## src/rtl/multi_button_lockout_debouncer_macros.svh

```systemverilog
// ----------------------------------------------------------------------------
// Multi-button lockout debouncer assertion macros
// Shared assertion wrappers for the debouncer RTL.
// ----------------------------------------------------------------------------
`ifndef MULTI_BUTTON_LOCKOUT_DEBOUNCER_MACROS_SVH
`define MULTI_BUTTON_LOCKOUT_DEBOUNCER_MACROS_SVH

// Checked on every rising clock edge while reset is released.
`define MBLD_ASSERT(label, prop, msg) \
  label: assert property (@(posedge clk_i) disable iff (!rst_ni) prop) else $error(msg);

// Same check, with the implication written out by the macro.
`define MBLD_ASSERT_IMPL(label, ante, cons, msg) \
  `MBLD_ASSERT(label, (ante) |-> (cons), msg)

`endif

```

## src/rtl/mbld_pkg.sv

```systemverilog
// ----------------------------------------------------------------------------
// Debouncer package
// Field widths, item kinds and per-button state types.
// ----------------------------------------------------------------------------
package mbld_pkg;

  localparam int unsigned KindW   = 2;
  localparam int unsigned ButtonW = 3;
  localparam int unsigned TimeW   = 32;

  localparam logic [TimeW-1:0] BounceTicksReset = 32'd50;

  typedef enum logic [KindW-1:0] {
    KIND_SAMPLE     = 2'd0,
    KIND_QUERY_LOW  = 2'd1,
    KIND_QUERY_HIGH = 2'd2,
    KIND_ARM        = 2'd3
  } kind_e;

  typedef struct packed {
    logic             armed;
    logic             last_level;
    logic             low_mark;
    logic             high_mark;
    logic [TimeW-1:0] change_time;
  } btn_state_t;

  typedef struct packed {
    logic stable_level;
    logic edge_seen;
  } step_res_t;

endpackage

```

## src/rtl/mbld_step.sv

```systemverilog
// ----------------------------------------------------------------------------
// Debouncer step
// Next state and result for one button entry and one item.
// ----------------------------------------------------------------------------
module mbld_step (
  input  mbld_pkg::kind_e              kind_i,
  input  logic                         level_i,
  input  logic [mbld_pkg::TimeW-1:0]   now_i,
  input  logic [mbld_pkg::TimeW-1:0]   bounce_ticks_i,
  input  mbld_pkg::btn_state_t         state_i,
  output mbld_pkg::btn_state_t         state_o,
  output mbld_pkg::step_res_t          result_o
);
  import mbld_pkg::*;

  logic [TimeW-1:0] age;
  logic             take_change;
  logic             new_level;

  // The age wraps modulo 2^32, as the time base does.
  assign age         = now_i - state_i.change_time;
  assign take_change = (level_i != state_i.last_level) && (age >= bounce_ticks_i);
  assign new_level   = take_change ? level_i : state_i.last_level;

  always_comb begin
    state_o               = state_i;
    result_o.stable_level = 1'b1;
    result_o.edge_seen    = 1'b0;
    if (kind_i == KIND_ARM) begin
      state_o.armed         = 1'b1;
      state_o.last_level    = level_i;
      state_o.low_mark      = level_i;
      state_o.high_mark     = level_i;
      state_o.change_time   = '0;
      result_o.stable_level = level_i;
    end else if (state_i.armed) begin
      state_o.last_level    = new_level;
      state_o.change_time   = take_change ? now_i : state_i.change_time;
      result_o.stable_level = new_level;
      case (kind_i)
        KIND_QUERY_LOW: begin
          result_o.edge_seen = !new_level && state_i.low_mark;
          state_o.low_mark   = new_level;
        end
        KIND_QUERY_HIGH: begin
          result_o.edge_seen = new_level && !state_i.high_mark;
          state_o.high_mark  = new_level;
        end
        default: begin
          result_o.edge_seen = 1'b0;
        end
      endcase
    end
  end

endmodule

```

## src/rtl/multi_button_lockout_debouncer.sv

```systemverilog
// ----------------------------------------------------------------------------
// Multi-button lockout debouncer
// Per-button lockout debouncing with arm, sample and edge queries.
// ----------------------------------------------------------------------------
//  Channel  Direction  Handshake                 Payload
//  in       input      in_valid_i / in_ready_o   kind_i, button_i, level_i, now_i
//  out      output     out_valid_o / out_ready_i stable_level_o, edge_seen_o
//  cfg      input      cfg_we_i                  cfg_data_i (bounce_ticks)
//
// One item per cycle is sustained while the output is not stalled; the result
// register is loaded from the input register when stage 1 advances.
// The button table is in flip-flops and is read and written back in the same
// cycle, so each item sees the state left by the one before it.
// Reset clears the table to unarmed buttons and sets bounce_ticks to 50.
// A stalled output holds the result register and any item in the input register.
// ----------------------------------------------------------------------------
module multi_button_lockout_debouncer #(
  parameter int unsigned NUM_BUTTONS = 8
) (
  input  logic                           clk_i,
  input  logic                           rst_ni,
  input  logic                           cfg_we_i,
  input  logic [mbld_pkg::TimeW-1:0]     cfg_data_i,
  input  logic                           in_valid_i,
  output logic                           in_ready_o,
  input  logic [mbld_pkg::KindW-1:0]     kind_i,
  input  logic [mbld_pkg::ButtonW-1:0]   button_i,
  input  logic                           level_i,
  input  logic [mbld_pkg::TimeW-1:0]     now_i,
  output logic                           out_valid_o,
  input  logic                           out_ready_i,
  output logic                           stable_level_o,
  output logic                           edge_seen_o
);
  import mbld_pkg::*;

  `include "multi_button_lockout_debouncer_macros.svh"

  logic [TimeW-1:0]         bounce_ticks_q;

  logic                     s1_valid_q;
  kind_e                    s1_kind_q;
  logic [ButtonW-1:0]       s1_button_q;
  logic                     s1_level_q;
  logic [TimeW-1:0]         s1_now_q;
  logic                     s1_adv;

  logic [NUM_BUTTONS-1:0]   armed_q;
  logic [NUM_BUTTONS-1:0]   level_q;
  logic [NUM_BUTTONS-1:0]   low_q;
  logic [NUM_BUTTONS-1:0]   high_q;
  logic [TimeW-1:0]         ctime_q [NUM_BUTTONS];

  logic [NUM_BUTTONS-1:0]   hit;
  logic                     in_range;
  btn_state_t               rd_state;
  btn_state_t               wr_state;
  step_res_t                step_res;

  logic                     out_valid_q;
  logic                     out_stable_q;
  logic                     out_edge_q;

  // Stage 1 moves on when the result register is free or being drained.
  assign s1_adv     = s1_valid_q && (!out_valid_q || out_ready_i);
  assign in_ready_o = !s1_valid_q || s1_adv;

  always_ff @(posedge clk_i or negedge rst_ni) begin
    if (!rst_ni) begin
      bounce_ticks_q <= BounceTicksReset;
    end else if (cfg_we_i) begin
      bounce_ticks_q <= cfg_data_i;
    end
  end

  always_ff @(posedge clk_i or negedge rst_ni) begin
    if (!rst_ni) begin
      s1_valid_q <= 1'b0;
    end else if (in_ready_o) begin
      s1_valid_q <= in_valid_i;
    end
  end

  always_ff @(posedge clk_i) begin
    if (in_valid_i && in_ready_o) begin
      s1_kind_q   <= kind_e'(kind_i);
      s1_button_q <= button_i;
      s1_level_q  <= level_i;
      s1_now_q    <= now_i;
    end
  end

  // Decode the button into a select line; indexes past the table hit nothing.
  always_comb begin
    for (int i = 0; i < NUM_BUTTONS; i++) begin
      hit[i] = (32'(s1_button_q) == 32'(i));
    end
  end
  assign in_range = |hit;

  always_comb begin
    rd_state = '0;
    for (int i = 0; i < NUM_BUTTONS; i++) begin
      if (hit[i]) begin
        rd_state.armed       = armed_q[i];
        rd_state.last_level  = level_q[i];
        rd_state.low_mark    = low_q[i];
        rd_state.high_mark   = high_q[i];
        rd_state.change_time = ctime_q[i];
      end
    end
  end

  mbld_step u_step (
    .kind_i         (s1_kind_q),
    .level_i        (s1_level_q),
    .now_i          (s1_now_q),
    .bounce_ticks_i (bounce_ticks_q),
    .state_i        (rd_state),
    .state_o        (wr_state),
    .result_o       (step_res)
  );

  always_ff @(posedge clk_i or negedge rst_ni) begin
    if (!rst_ni) begin
      armed_q <= '0;
      level_q <= '1;
      low_q   <= '1;
      high_q  <= '1;
      for (int i = 0; i < NUM_BUTTONS; i++) begin
        ctime_q[i] <= '0;
      end
    end else if (s1_adv) begin
      for (int i = 0; i < NUM_BUTTONS; i++) begin
        if (hit[i]) begin
          armed_q[i] <= wr_state.armed;
          level_q[i] <= wr_state.last_level;
          low_q[i]   <= wr_state.low_mark;
          high_q[i]  <= wr_state.high_mark;
          ctime_q[i] <= wr_state.change_time;
        end
      end
    end
  end

  always_ff @(posedge clk_i or negedge rst_ni) begin
    if (!rst_ni) begin
      out_valid_q <= 1'b0;
    end else if (s1_adv) begin
      out_valid_q <= 1'b1;
    end else if (out_ready_i) begin
      out_valid_q <= 1'b0;
    end
  end

  always_ff @(posedge clk_i) begin
    if (s1_adv) begin
      out_stable_q <= in_range ? step_res.stable_level : 1'b1;
      out_edge_q   <= in_range ? step_res.edge_seen : 1'b0;
    end
  end

  assign out_valid_o    = out_valid_q;
  assign stable_level_o = out_stable_q;
  assign edge_seen_o    = out_edge_q;

  `MBLD_ASSERT_IMPL(a_sel_onehot, s1_valid_q, $onehot0(hit), "button select is not one-hot")
  `MBLD_ASSERT_IMPL(a_ready_when_empty, !out_valid_q, in_ready_o, "input blocked while output empty")
  `MBLD_ASSERT(a_table_hold, !s1_adv |=> $stable(armed_q) && $stable(level_q), "button table changed without a transfer")
  `MBLD_ASSERT(a_arm_result, s1_adv && in_range && s1_kind_q == KIND_ARM |=> out_stable_q == $past(s1_level_q), "arm result differs from armed level")

endmodule

```

## config.mk

```make
export PLATFORM = sky130hd
export DESIGN_NAME = multi_button_lockout_debouncer
export DESIGN_NICKNAME = d
export VERILOG_FILES = /design/src/rtl/mbld_pkg.sv /design/src/rtl/mbld_step.sv /design/src/rtl/multi_button_lockout_debouncer.sv
export VERILOG_INCLUDE_DIRS = /design/src /design/src/rtl
export SDC_FILE = /design/constraint.sdc
export NUM_CORES = 1
export LEC_CHECK = 0
export BUFFER_PORTS_ARGS = -buffer_cell sky130_fd_sc_hd__buf_2
export CAP_MARGIN = 10
export CORE_UTILIZATION = 64
export DETAILED_ROUTE_END_ITERATION = 12
export MAX_ROUTING_LAYER = met4
export PLACE_DENSITY = 0.81
export RECOVER_POWER = 100
export SLEW_MARGIN = 10
export SYNTH_ARGS = -nofsm -noshare
export SYNTH_HDL_FRONTEND = slang
export SYNTH_SLANG_ARGS = --single-unit
```

## constraint.sdc

```tcl
create_clock -name clk_i -period 14 [get_ports clk_i]
set_input_delay 1.4 -clock clk_i [delete_from_list [all_inputs] [get_ports clk_i]]
set_output_delay 1.4 -clock clk_i [all_outputs]
set_load 0.05 [all_outputs]
```

[Yosys cells after proc, flatten, opt, wreduce, memory -nomap -nowiden]
Cells that the tools add are included.
W data, S select, Z words.
Storage, ports and cells
  register bits after elaboration: 362
  input bits: 75
  word-level logic and storage cells: 107
Operators by class
  add/sub/neg operators: 1
  order comparisons: 1
  equal/unequal tests: 11
  multiplexer cells: 20
  bitwise gates (word level): 2
  reduce and logical (&&, ||, !) cells: 23
Operator list (count)
  $mux W36: 8
  $mux W35: 2
  $ge A32 B32 Y1: 1
  $mux W32: 1
  $sub A32 B32 Y32: 1
  $reduce_and A2 Y1: 8
  $eq A3 B3 Y1 const B: 4
  $reduce_or A8 Y1: 1
  $mux W1: 7
  $eq A3 B2 Y1 const B: 2
  $logic_and A1 B1 Y1: 5
  $eq A2 B2 Y1 const B: 2
  $logic_not A1 Y1: 4
  $eq A3 B1 Y1 const B: 1
  $logic_not A3 Y1: 1
  $reduce_or A3 Y1: 1
  $eq A2 B1 Y1 const B: 1
  $logic_or A1 B1 Y1: 2
  $mux W2: 1
  $not A1 Y1: 2
  $pmux W1 S2: 1
  $reduce_bool A2 Y1: 1
  $ne A1 B1 Y1: 1

[Depth between registers and ports, before layout]
  word-level depth: 18
  mapped depth: 29
  depth with buffers taken out: 24

[Modules after synthesis]
Synthesis repeated with hierarchy kept, for this count alone.
Unflattened totals
  cells, all modules: 1547
  area total of the unflattened synthesis: 19070.8 um^2
Modules (own cells, without submodules)
  multi_button_lockout_debouncer: times used 1, cells an instance 1104, area an instance 15905.3 um^2, sequential area each 9292.7 um^2
  mbld_step: times used 1, cells an instance 443, area an instance 3165.5 um^2, sequential area each 0.0 um^2

[Worst setup path before layout]
OpenSTA, ideal clock, no wires.
  path type: register -> register
  start point: register s1_button_q[2]
  end point: register ctime_q[133] (netlist bit)
  arrival: 5.809 ns
  required time: 13.934 ns
  slack: 8.125 ns
  cell stages (with the launch flop): 26
  clock period less this slack: 5.875 ns
  cells stage by stage: edfxtp_1 buf_4 buf_4 buf_4 buf_2 mux4_2 mux2i_1 ha_1 nor2b_1 o31a_1 o41ai_1 o21ai_0 a311oi_1 o21bai_1 a21oi_1 xnor2_1 ha_1 and4_1 nand4bb_4 a2111oi_4 a22oi_2 a21oi_4 nand2_4 buf_6 a211oi_2 mux2_2
On the way
  longest elaborated chain between the ends: 15
  elaborated cells on any way between the ends: 24
  classes of those cells: 1 x add/sub; 1 x order compare; 8 x eq/ne; 11 x mux; 3 x reduce/logical
RTL lines
  start, declared: RTL line multi_button_lockout_debouncer.sv:43  | logic [ButtonW-1:0] s1_button_q;
  start signal, assigned: RTL line multi_button_lockout_debouncer.sv:87  | s1_button_q <= button_i;
  $logic_not A3 Y1: RTL line multi_button_lockout_debouncer.sv:96  | hit[i] = (32'(s1_button_q) == 32'(i));
  $mux W36 (8 in a row): RTL line multi_button_lockout_debouncer.sv:104  | if (hit[i]) begin
  $sub A32 B32 Y32: RTL line mbld_step.sv:21  | assign age = now_i - state_i.change_time;
  $ge A32 B32 Y1: RTL line mbld_step.sv:22  | assign take_change = (level_i != state_i.last_level) && (age >= bounce_ticks_i);
  $logic_and A1 B1 Y1: RTL line mbld_step.sv:22
  $mux W32: RTL line mbld_step.sv:38  | state_o.change_time = take_change ? now_i : state_i.change_time;
  $mux W35: RTL line mbld_step.sv:36  | end else if (state_i.armed) begin
  $mux W35: RTL line mbld_step.sv:29  | if (kind_i == KIND_ARM) begin
  end signal, assigned by index: RTL line multi_button_lockout_debouncer.sv:140  | ctime_q[i] <= wr_state.change_time;
  end, declared: RTL line multi_button_lockout_debouncer.sv:52  | logic [TimeW-1:0] ctime_q [NUM_BUTTONS];
Parallel ways exist; a longest one is shown, timed or not.
A chain may end at the register's enable or synchronous reset.

[Final worst setup path]
  start point: register s1_button_q[1]
  end point: register ctime_q[93] (netlist bit)
Same word-level chain as after synthesis.

==> results.sh <==
export IMPL_status="complete, but fails checks"
export IMPL_violations="capacitance limit, slew limit"
export IMPL_start_kind="flop"
export IMPL_initial_core_util=0.653
export IMPL_grt_pass1_vias=13833
export IMPL_grt_usage=0.338
export IMPL_grt_pass1_wl_mm=76.4
export IMPL_tns_ns=0
export IMPL_synthMuxAreaShare=0.204
export IMPL_grt_overflow=0
export IMPL_seq_area_sq_um=9290
export IMPL_cts_setup_buffers=0
export IMPL_worstSetupPathType="flop to flop"
export IMPL_drt_initial_drc_count=1248
export IMPL_pwr_density_cell_nw_per_um2=203
export IMPL_num_antenna_cells=0
export IMPL_die_w_um=173
export IMPL_synth_nets=1709
export IMPL_cts_inserted_buffers=38
export IMPL_fmax_mhz=89.8
export IMPL_grt_max_degree=120
export IMPL_cp_common_cell="a21oi_1"
export IMPL_drive_above_1_share=0.297
export IMPL_layout_nets=1764
export IMPL_maxSlewViolCount=348
export IMPL_post_drt_wl_per_cell_um=23.9
export IMPL_synth_xor_area_share=0.0139
export IMPL_coreArea_sq_um=28800
export IMPL_max_stage_delay_ns=2.21
export IMPL_dpl_hpwl_mm=30.6
export IMPL_multi_input_area_sq_um=8870
export IMPL_antenna_found_initial=0
export IMPL_yosys_area_share_adder=0.0450
export IMPL_setup_viol_count_final=0
export IMPL_vias=13351
export IMPL_synth_compound_area_frac=0.137
export IMPL_drc=0
export IMPL_clock_sinks=362
export IMPL_clkTransAtPathRegs_ns=0.06
export IMPL_synth_edf_count=40
export IMPL_dieArea_sq_um=30100
export IMPL_synth_area_per_cell_sq_um=12.0
export IMPL_preCtsSetupSlack_ns=5.64
export IMPL_critPathSlowestCell="clkbuf_1"
export IMPL_crit_path_end_kind="flop"
export IMPL_io_pins=79
export IMPL_clock_latency_ns=0.54
export IMPL_grt_setup_unrepaired="no"
export IMPL_worstPathMaxFanout=47
export IMPL_tightest_slew_ns=6.51
export IMPL_syn_inst=1567
export IMPL_cp_required_ns=14.48
export IMPL_synth_cell_types=75
export IMPL_ir_worst_vdd_v=0.0000875
export IMPL_synth_simple_area_share=0.0707
export IMPL_numPortBuffers=78
export IMPL_h_tree_depth=2
export IMPL_routed_wl_mm=48.6
export IMPL_fin_crit_sh=0.795
export IMPL_cts_tree="yes"
export IMPL_netlist_area_sq_um=18800
export IMPL_path_buf_inv=2
export IMPL_cts_hold_buf=0
export IMPL_relSlewSlack=-3.34
export IMPL_final_cell_mix="dfrtp_1, mux2_2, o21ai_0"
export IMPL_clockBufferDepth=3
export IMPL_cap_viol_max_count=5
export IMPL_nFillCells=1909
export IMPL_final_common_cell="dfrtp_1"
export IMPL_post_route_min_period_ns=11.13
export IMPL_root_buffer="clkbuf_16"
export IMPL_antenna_left=0
export IMPL_cts_resized=0
export IMPL_syn_to_final_growth_pct=10.0
export IMPL_finalHoldViolCount=0
export IMPL_drtPass1Iterations=7
export IMPL_synth_seq_cells=362
export IMPL_arrival_ns=11.61
export IMPL_synth_async_reset_ratio=0.890
export IMPL_gp_congestion=0.896
export IMPL_rows=62
export IMPL_crit_family="compound AO/OA/AOI/OAI gates"
export IMPL_skew_ns=0.0226
export IMPL_fin_hold_ws_ns=0.479
export IMPL_setup_slack_ns=2.87
export IMPL_p_leak_nw=9.37
export IMPL_hold_path_class="flop to flop"
export IMPL_synth_ff_type="dfrtp_1"
export IMPL_synth_top_family_by_area="multiplexers"
export IMPL_yosysSeqAreaShare=0.494
export IMPL_ys_warn_count=0
export IMPL_fp_dieH_um=173
export IMPL_avgViaCountPerCell=6.57
[worst paths after layout]
check	to	depth (start not counted)	slack [ns]	start
worst max-delay path	ctime_q[93]	25	2.87	s1_button_q[1]
worst min-delay path	armed_q[4]	2	0.48	armed_q[4]
worst max register to register	ctime_q[93]	25	2.87	s1_button_q[1]
worst min register to register	armed_q[4]	2	0.48	armed_q[4]
max in group asynchronous	ctime_q[28]	3	4.40	rst_ni
min in group asynchronous	bounce_ticks_q[6]	1	3.31	rst_ni
[layout make-up]
cell class | instances | area share
Clock buffer | 51 | 0.0538
Clock inverter | 15 | 0.00732
Inverter | 49 | 0.00889
Sequential cell | 362 | 0.449
Timing Repair Buffer | 107 | 0.0286
Multi-Input combinational cell | 1064 | 0.429
Tap cell | 384 | 0.0232
[per-layer routing]
layer	wire (um)	vias to the layer above	track usage	share of wire
li1	-	5839	-	-
met1	20000	6730	0.442	0.41
met2	23100	640	0.543	0.48
met3	3770	142	0.0498	0.078
met4	1690	0	0.120	0.035
met5	0	-	-	0
[worst min-delay path: stages, from the launching register on]
cell     delay (ns)
dfrtp_1        0.34
nand2_1        0.04
o21ai_0        0.06
[where the power goes]
group | internal (mW) | leakage (nW) | switching [mW]
sequential | 1.45 | 4.53 | 0.191
combinational | 0.683 | 4.21 | 0.861
clock | 0.596 | 0.623 | 0.416
[logic make-up (layout without fill, tap and decap cells)]
kind of cell / Yosys count / in the layout
adders and majority gates: 67 / 67
DFF: 362 / 362
muxes: 330 / 330
AOI/OAI and AO/OA: 364 / 364
xor gates and xnor gates: 29 / 29
and+or+nand+nor: 274 / 274
buffers and inverters: 141 / 222
[stage by stage]
step	cells	util	instance area (sq um)	total power, mW
2_1_floorplan	1567	-	18800	2.75
3_3_place_gp	1966	0.677	19500	3.07
3_5_place_dp	1966	0.677	19500	3.16
4_1_cts	2032	0.721	20700	4.19
5_1_grt	2032	0.719	20700	4.41
6_report	2032	0.719	20700	4.19
[flip-flops by register name, summed over array words and instances (netlist names), 2 cells and up]
register	flops
ctime_q	256
bounce_ticks_q	32
s1_now_q	32
armed_q	8
high_q	8
level_q	8
low_q	8
s1_button_q	3
s1_kind_q	2
[cells in the mapped netlist (all sizes together) (6+ instances only)]
master / count / area [sq um]
mux4: 15 / 338
nand3: 14 / 70.1
nand4: 7 / 43.8
nor3: 34 / 225
o21bai: 7 / 52.6
mux2: 277 / 3120
xor2: 8 / 70.1
a22oi: 24 / 185
nor2: 90 / 338
buf: 52 / 309
o21a: 8 / 60.1
xnor2: 21 / 191
and3: 7 / 43.8
dfrtp: 295 / 7380
mux2i: 38 / 384
nor4: 8 / 50.1
o21ai: 103 / 515
edfxtp: 40 / 1200
nand2: 83 / 322
o22ai: 7 / 50.1
inv: 49 / 184
dfstp: 27 / 709
a22o: 6 / 52.6
clkbuf: 40 / 150
o22a: 19 / 166
nand2b: 9 / 56.3
a21o: 13 / 97.6
a211oi: 35 / 490
ha: 66 / 826
nor2b: 7 / 43.8
a21oi: 101 / 521
Note: power is estimated with default switching activity, not from simulation.
